File: config.mk
export PLATFORM = sky130hd
export DESIGN_NAME = mvbc_ram
export DESIGN_NICKNAME = d
export VERILOG_FILES = /design/src/hdl/mvbc_ram.sv
export SDC_FILE = /design/constraint.sdc
export NUM_CORES = 1
export LEC_CHECK = 0
export BUFFER_PORTS_ARGS = -buffer_cell sky130_fd_sc_hd__buf_2
export CAP_MARGIN = 10
export CORE_MARGIN = 2
export CORE_UTILIZATION = 30
export DETAILED_ROUTE_END_ITERATION = 10
export PLACE_DENSITY = 0.49
export SLEW_MARGIN = 20
export SYNTH_ARGS = -nofsm -noshare
export SYNTH_HDL_FRONTEND = slang
export SYNTH_SLANG_ARGS = --single-unit
File: constraint.sdc
create_clock -name clk -period 1.94 [get_ports clk]
set_clock_uncertainty 0.2 [all_clocks]
set_input_delay 0.388 -clock clk [delete_from_list [all_inputs] [get_ports clk]]
set_output_delay 0.388 -clock clk [all_outputs]
set_load 0.01 [all_outputs]
File: src/hdl/mvbc_ram.sv
module mvbc_ram #(
  parameter int WIDTH = 8,
  parameter int DEPTH = 16
) (
  input  logic                     clk,
  input  logic                     we,
  input  logic [$clog2(DEPTH)-1:0] waddr,
  input  logic [WIDTH-1:0]         wdata,
  input  logic [$clog2(DEPTH)-1:0] raddr,
  output logic [WIDTH-1:0]         rdata
);

  logic [WIDTH-1:0] mem [DEPTH];

  always_ff @(posedge clk) begin
    if (we) begin
      mem[waddr] <= wdata;
    end
    rdata <= mem[raddr];
  end

endmodule

**Word level (Yosys, flattened, before mapping)**

Memory sizes are Yosys's and may differ from the RTL's. A register that Yosys moved wholly into a read port is not among the register bits.
Cells that the tools add are included.

- Multiplexer cells: 2

Operators with widths:

| operator | count |
|---|---|
| 1-bit two-way mux | 2 |

- Memory bits (writable): 128
- Input bits: 18
- Flip-flop bits (word level): 0
- Output and inout port bits: 8
- Memories: 1
- Logic and storage cells: 3

Memory list:

| name | depth | width | read ports | clocked after memory_dff | write ports | RTL line | RTL |
|---|---|---|---|---|---|---|---|
| mem | 16 | 8 | 1 | 1 | 1 | 13 | `logic [WIDTH-1:0] mem [DEPTH];` |

**Longest topological paths before layout**

Gate-level depths: netlist (run 1).

- Depth in word-level cells: 2
- Gate-level depth with buffers: 5
- Gate-level depth less buffers: 3

**Worst setup path before layout (run 1)**

No wires, ideal clock.

- Kind: input port to flip-flop
- Start: input waddr[2]
- End: memory mem[0][0] (enable)
- Data required time: 1357 ps
- Slack: -141 ps
- Stages: 2
- Buffers on the path: 0
- Arrival time: 1498 ps
- Library setup time: 383 ps
- Path through: or3b_2 -> nor3_1

RTL lines:

| element | RTL line | RTL |
|---|---|---|
| from (decl) | 7 | `input logic [$clog2(DEPTH)-1:0] waddr,` |
| to (decl) | 13 |  |

Straight into the memory's write port.

==> results of run 1 <==
## layout by cell type (no fill, tap or decap)
master / Yosys / final
dfxtp_1: 8 / 8
buf_4: 1 / 21
nor2b_1: 1 / 1
nand2_1: 9 / 9
buf_2: 3 / 25
a22oi_1: 16 / 16
nand2b_1: 2 / 2
clkinvlp_4: 0 / 3
nor3_2: 0 / 1
nand3_1: 1 / 1
mux4_1: 14 / 14
and2_1: 1 / 1
or3b_2: 1 / 1
edfxtp_1: 128 / 128
buf_12: 0 / 3
nor3_1: 4 / 3
clkinv_1: 0 / 2
nor2_1: 13 / 13
and2b_1: 1 / 1
mux4_2: 18 / 18
clkinv_2: 0 / 3
clkbuf_16: 0 / 17
clkinv_4: 0 / 2
nand3b_1: 2 / 2
bufinv_16: 0 / 4
## stage by stage
step	cells	power (W)	cell area (um2)	hold slack, ns
2_1_floorplan	229	0.00354	5150	0.287
3_3_place_gp	488	0.00369	5680	0.457
3_5_place_dp	488	0.00370	5680	0.467
4_1_cts	519	0.00697	6290	0.145
5_1_grt	519	0.00712	6290	0.162
6_report	519	0.00689	6290	0.164
## logic make-up after synthesis
kind of cell | share of synthesized area
DFF | 0.778
AOI/OAI and AO/OA | 0.0233
and+or+nand+nor | 0.0318
buffers and inverters | 0.0168
muxes | 0.150
## power by group through the flow
| stage | Combinational (W) | Clock [W] | Sequential [W] |
|---|---|---|---|
| after floorplan | 0.000167 | 0 | 0.00337 |
| after global placement | 0.000325 | 0 | 0.00337 |
| after detailed placement | 0.000327 | 0 | 0.00337 |
| after CTS | 0.000328 | 0.00333 | 0.00331 |
| after global routing | 0.000350 | 0.00346 | 0.00331 |
| final | 0.000318 | 0.00326 | 0.00331 |
## flip-flops by register name (all words and copies together) (netlist names)
register	cells
rdata	8
mem	128
## worst min-delay path by stage
stage	cells past startpoint	slack [ns]	endpoint
after global placement	3	0.46	rdata[5]
after detailed placement	3	0.47	rdata[1]
after floorplan	0	0.29	mem[0][0]
final	1	0.16	mem[11][6]
after CTS	1	0.15	mem[11][0]
after global routing	1	0.16	mem[11][0]
## metal layers
metal  wire length [um]  track usage  share of wire
met3                313       0.0368          0.030
met2               4910        0.184           0.47
met5                  0            0              0
met4                180       0.0561          0.017
met1               5000        0.172           0.48
## worst register-to-register path: cells and delay by family (launching register included)
family / cells / cell delay, ns
multiplexers: 1 / 0.52
AND/OR/NAND/NOR: 1 / 0.09
AO/OA/AOI/OAI: 1 / 0.29
flip-flops: 1 / 0.37
## final cells by class
type	instances	area (um2)
fill	1562	10400
sequential	136	4000
multi-input combinational	83	1060
clock buffer	17	425
timing repair buffer	49	343
tap	220	275
clock inverter	14	183
==> results.ini, run 1 <==
[logic_synthesis]
synth.most_common_cell = edfxtp_1
synth_area_leaders = edfxtp_1 75%, mux4_2 7.9%, mux4_1 7.1%
synth_edf_count = 128
synth-seq-cells = 136
syn_avg_cell_area_um2 = 22.5
async_flop_share = 0
seq_area_frac_synth = 0.778
syn_nets = 247
synthCells = 229
synth_area_um2 = 5150
synthFlopType = edfxtp_1
yosysWarnings = 0
ys_top_cells_by_count = 128 x edfxtp_1, 18 x mux4_2, 16 x a22oi_1
synth.top_cell.area_share = 0.747
ys_types = 19
yosysTopAreaCell = edfxtp_1

[pwr]
p_clk_frac = 0.474
vdd.ir_drop.worst_mv = 0.660
p_switching_w = 0.00134
swShare = 0.194
p_leak_nw = 2.12
seq_power_share = 0.480
power-per-cell-area_nw_per_um2 = 1090
power_frac_comb = 0.046
intPower_w = 0.00555

[worst_setup_path]
critical-path-top-delay-family = multiplexers
worstSetupPathType = in -> reg
path_buf_inv = 2
worstPathArrival_ns = 1.70
critPathMaxFanout = 13
r2r-end = rdata[5]
cp-start-kind = primary input
ff2ff_path_depth = 3
critical-path-max-stage-delay_ns = 0.56
rrSetupSlack_ns = 0.36
crit_required_ns = 2.03
endpoint = rdata[3]
startpoint = raddr[0]
path_depth = 5
end_kind = register
r2r-start = mem[1][5]
cp_cell_sequence = buf_2 -> buf_12 -> mux4_1 -> a22oi_1 -> nand2_1
cpMaxStageDelayCell = mux4_1

[run]
maxCapViolations = 0

[sta]
fin_tns_setup_ns = 0
fin_ws_ns = 0.332
setup-violations-final = 0
rsz0062_at_grt = false
final-hold-violation-count = 0
min_period_ns = 1.61
tightestPinTransition_ns = 0.744
drv_slew = 0
relSlewSlack = 0.502
fmax_mhz = 622
period_share = 0.829

[clock_tree]
root_buffer = clkbuf_16
clk_pin_slew_ns = 0.06
hold_buffers = 0
cts_max_level = 4
cts_setup_buffers = 0
clk_path_buf_depth = 2
clock_latency_ns = 0.41
cts_resized = 0
clock-sinks = 136
cts_tree = done
cts_buffers = 17

[routing]
drt-initial-drc-count = 196
first_pass_iters = 4
drtAntennaViolNets = 0
wl_um = 10400
wl_per_cell_um = 20.0
via_count = 2415
drc = 0
via_per_inst = 4.65

[layout]
final_util = 0.377
syn2layout_area_growth_pct = 22.2
final_nets = 305
diodes = 0
drive_above_1_share = 0.328

[die]
core_um2 = 16700
die_w_um = 135
initial_core_util = 0.308
die_h_um = 135
num_rows = 47
die_area_um2 = 18200
ios = 26

[global_route]
grt_pass1_wl_um = 15900
grt_start_max_net_pins = 21
grt-ovfl-total = 0
grtUsageTotal = 0.125
grt_pass1_vias = 2670
antenna_found_initial = 0

[run_status]
outcome = finished, final reports clean

[hold_path]
holdCritPathClass = in -> reg
hold_start = wdata[6]

[placed_design]
pre_cts_slack_ns = -0.137
port_buffers = 25
gp_congestion = 0.683
hpwlAfterDp_um = 6960

Power figures use the tool's default switching activity.
==> inputs of run 2 (changes only) <==
==> constraint.sdc (replaced) <==
create_clock -name clk -period 1.3 [get_ports clk]
set_clock_uncertainty 0.2 [all_clocks]
set_input_delay 0.26 -clock clk [delete_from_list [all_inputs] [get_ports clk]]
set_output_delay 0.26 -clock clk [all_outputs]
set_load 0.01 [all_outputs]
==> results.ini, run 2 (same netlist as run 1, synthesis figures left out) <==
[routing]
drc = 0  ; unchanged
dr.max_layer_used = met4  ; unchanged
drtAntennaViolNets = 0  ; unchanged
met2_length_um = 5180  ; was 4910 um
via_per_inst = 4.57  ; was 4.65
wl_met3_um = 464  ; was 313 um
wl_per_cell_um = 19.5  ; was 20.0 um
met1_length_um = 4830  ; was 5000 um
first_pass_iters = 4  ; unchanged
drt-initial-drc-count = 208  ; was 196
wl_um = 10600  ; was 10400 um
via_count = 2484  ; was 2415

[hold_path]
holdCritPathClass = in -> reg  ; unchanged

[clock_tree]
clock_latency_ns = 0.41  ; about the same
root_buffer = clkbuf_16  ; unchanged
clk_path_buf_depth = 2  ; unchanged
cts_tree = done  ; unchanged
cts_buffers = 17  ; unchanged
clock-sinks = 136  ; unchanged
cts_setup_buffers = 0  ; unchanged
cts_max_level = 4  ; unchanged
clk_pin_slew_ns = 0.06  ; about the same

[worst_setup_path]
end_kind = register  ; unchanged
path_buf_inv = 1  ; was 2
worstSetupPathType = reg -> reg  ; was in -> reg
ff2ff_path_depth = 4  ; was 3
cp-start-kind = register  ; was primary input
rrSetupSlack_ns = -0.23  ; was 0.36 ns
critical-path-top-delay-family = multiplexers  ; unchanged
worstPathArrival_ns = 1.63  ; was 1.70 ns
r2r-start = mem[3][6]  ; was mem[1][5]
cp_cell_sequence = mux4_2 -> a22oi_2 -> buf_4 -> nand2_2  ; was buf_2 -> buf_12 -> mux4_1 -> a22oi_1 -> nand2_1
r2r-end = rdata[6]  ; was rdata[5]
startpoint = mem[3][6]  ; was raddr[0]
cpMaxStageDelayCell = mux4_2  ; was mux4_1
crit_required_ns = 1.40  ; was 2.03 ns
endpoint = rdata[6]  ; was rdata[3]
critPathMaxFanout = 1  ; was 13
path_depth = 4  ; was 5
critical-path-max-stage-delay_ns = 0.48  ; was 0.56 ns

[layout]
layout_commonest_cell = edfxtp_1  ; unchanged
syn2layout_area_growth_pct = 28.9  ; was 22.2%
largest_register_ffs = 128  ; unchanged
final_nets = 329  ; was 305
regMostFlops = mem  ; unchanged
reg_top3 = mem x128, rdata x8  ; unchanged
instances_no_fill = 544  ; was 519
diodes = 0  ; unchanged
final_cell_mix = 128 x edfxtp_1, 36 x buf_4, 32 x mux4_2, 19 x buf_2, 17 x clkbuf_16  ; was 128 x edfxtp_1, 25 x buf_2, 21 x buf_4, 18 x mux4_2, 17 x clkbuf_16
final_util = 0.397  ; was 0.377
fillers = 1513  ; was 1562
drive_above_1_share = 0.494  ; was 0.328

[sta]
setup-violations-final = 13  ; was 0
fin_ws_ns = -0.231  ; was 0.332 ns
min_period_ns = 1.53
tightestPinTransition_ns = 0.905  ; was 0.744 ns
rsz0062_at_grt = true  ; was false
drv_slew = 0  ; unchanged
period_share = 1.18
final-hold-violation-count = 0  ; unchanged
relSlewSlack = 0.395  ; was 0.502
fmax_mhz = 653

[die]
die_w_um = 135  ; unchanged
initial_core_util = 0.308  ; unchanged
num_rows = 47  ; unchanged
die_area_um2 = 18200  ; unchanged
core_um2 = 16700  ; unchanged
die_h_um = 135  ; unchanged
ios = 26  ; unchanged

[run]
maxCapViolations = 0  ; unchanged

[pwr]
p_switching_w = 0.00199  ; was 0.00134 W
vdd.ir_drop.worst_mv = 0.927  ; was 0.660 mV
intPower_w = 0.00794  ; was 0.00555 W
p_clk_frac = 0.440  ; was 0.474
swShare = 0.201  ; was 0.194
seq_power_share = 0.498  ; was 0.480
p_leak_nw = 2.21  ; was 2.12 nW
power_frac_comb = 0.062  ; was 0.046
power-per-cell-area_nw_per_um2 = 1500  ; was 1090 nW/um2

[global_route]
antenna_found_initial = 0  ; unchanged
grt_pass1_vias = 2656  ; was 2670
grtUsageTotal = 0.129  ; was 0.125
grt-ovfl-total = 0  ; unchanged
grt_start_max_net_pins = 17  ; was 21
grt_pass1_wl_um = 16500  ; was 15900 um

[placed_design]
gp_congestion = 0.727  ; was 0.683
pre_cts_slack_ns = -0.624  ; was -0.137 ns
place_inst = 515  ; was 488
hpwlAfterDp_um = 7340  ; was 6960 um
port_buffers = 25  ; unchanged

[run_status]
outcome = finished, violations left  ; was finished, final reports clean
violations = negative setup slack

run 2: changes by cell type in the layout (fill, tap and decap cells not counted), sizes merged:
cell and delta:
buf +24, bufinv -3, clkinv -4, clkbuf +8
run 2: repair_timing:
action	in CTS	in global routing
pin swaps	7	3
hold buffers	0	0
gates resized for setup	17	5
endpoints found under the setup margin	21	24
run 2: how the worst min path moves through the flow:
stage | to | cells after the start | slack (ns) | start
after floorplan | mem[0][0] | 0 | 0.16 | wdata[0]
after global placement | rdata[4] | 1 | 0.45 | rdata[4]
after detailed placement | rdata[4] | 1 | 0.46 | rdata[4]
after CTS | mem[1][2] | 1 | 0.02 | wdata[2]
after global routing | mem[1][2] | 1 | 0.03 | wdata[2]
final | mem[5][2] | 1 | 0.03 | wdata[2]
run 2: final cells by class:
cell class	count	area, um2	area share
tap	220	275	0.0415
timing repair buffer	73	664	0.100
clock buffer	25	475	0.0716
clock inverter	7	71.3	0.0107
multi-input combinational	83	1140	0.172
sequential	136	4010	0.604
run 2: metrics by stage:
step	setup TNS (ns)	hold slack [ns]	area, um2	total power (W)
floorplan	-18.18	0.159	5230	0.00532
global placement	-39.89	0.455	6030	0.00562
detailed placement	-41.09	0.458	6030	0.00562
CTS	-1.73	0.0223	6630	0.0100
global route	-2.13	0.0318	6640	0.0103
finish	-1.40	0.0279	6640	0.00993
run 2: worst register-to-register path, stage by stage (launching register included):
cell	delay (ns)
edfxtp_1	0.37
mux4_2	0.48
a22oi_2	0.17
buf_4	0.15
nand2_2	0.05
run 2: power groups by stage:
stage	sequential [W]	clock (W)	combinational (W)
3_3_place_gp	0.00502	0	0.000594
6_report	0.00494	0.00436	0.000620
5_1_grt	0.00495	0.00467	0.000673
2_1_floorplan	0.00503	0	0.000288
3_5_place_dp	0.00502	0	0.000600
4_1_cts	0.00494	0.00446	0.000626
run 2: routing by layer:
metal | track usage | up-vias
met1 | 0.169 | 1299
met2 | 0.207 | 45
met5 | 0 | -
met4 | 0.0417 | 0
li1 | - | 1129
met3 | 0.0405 | 11
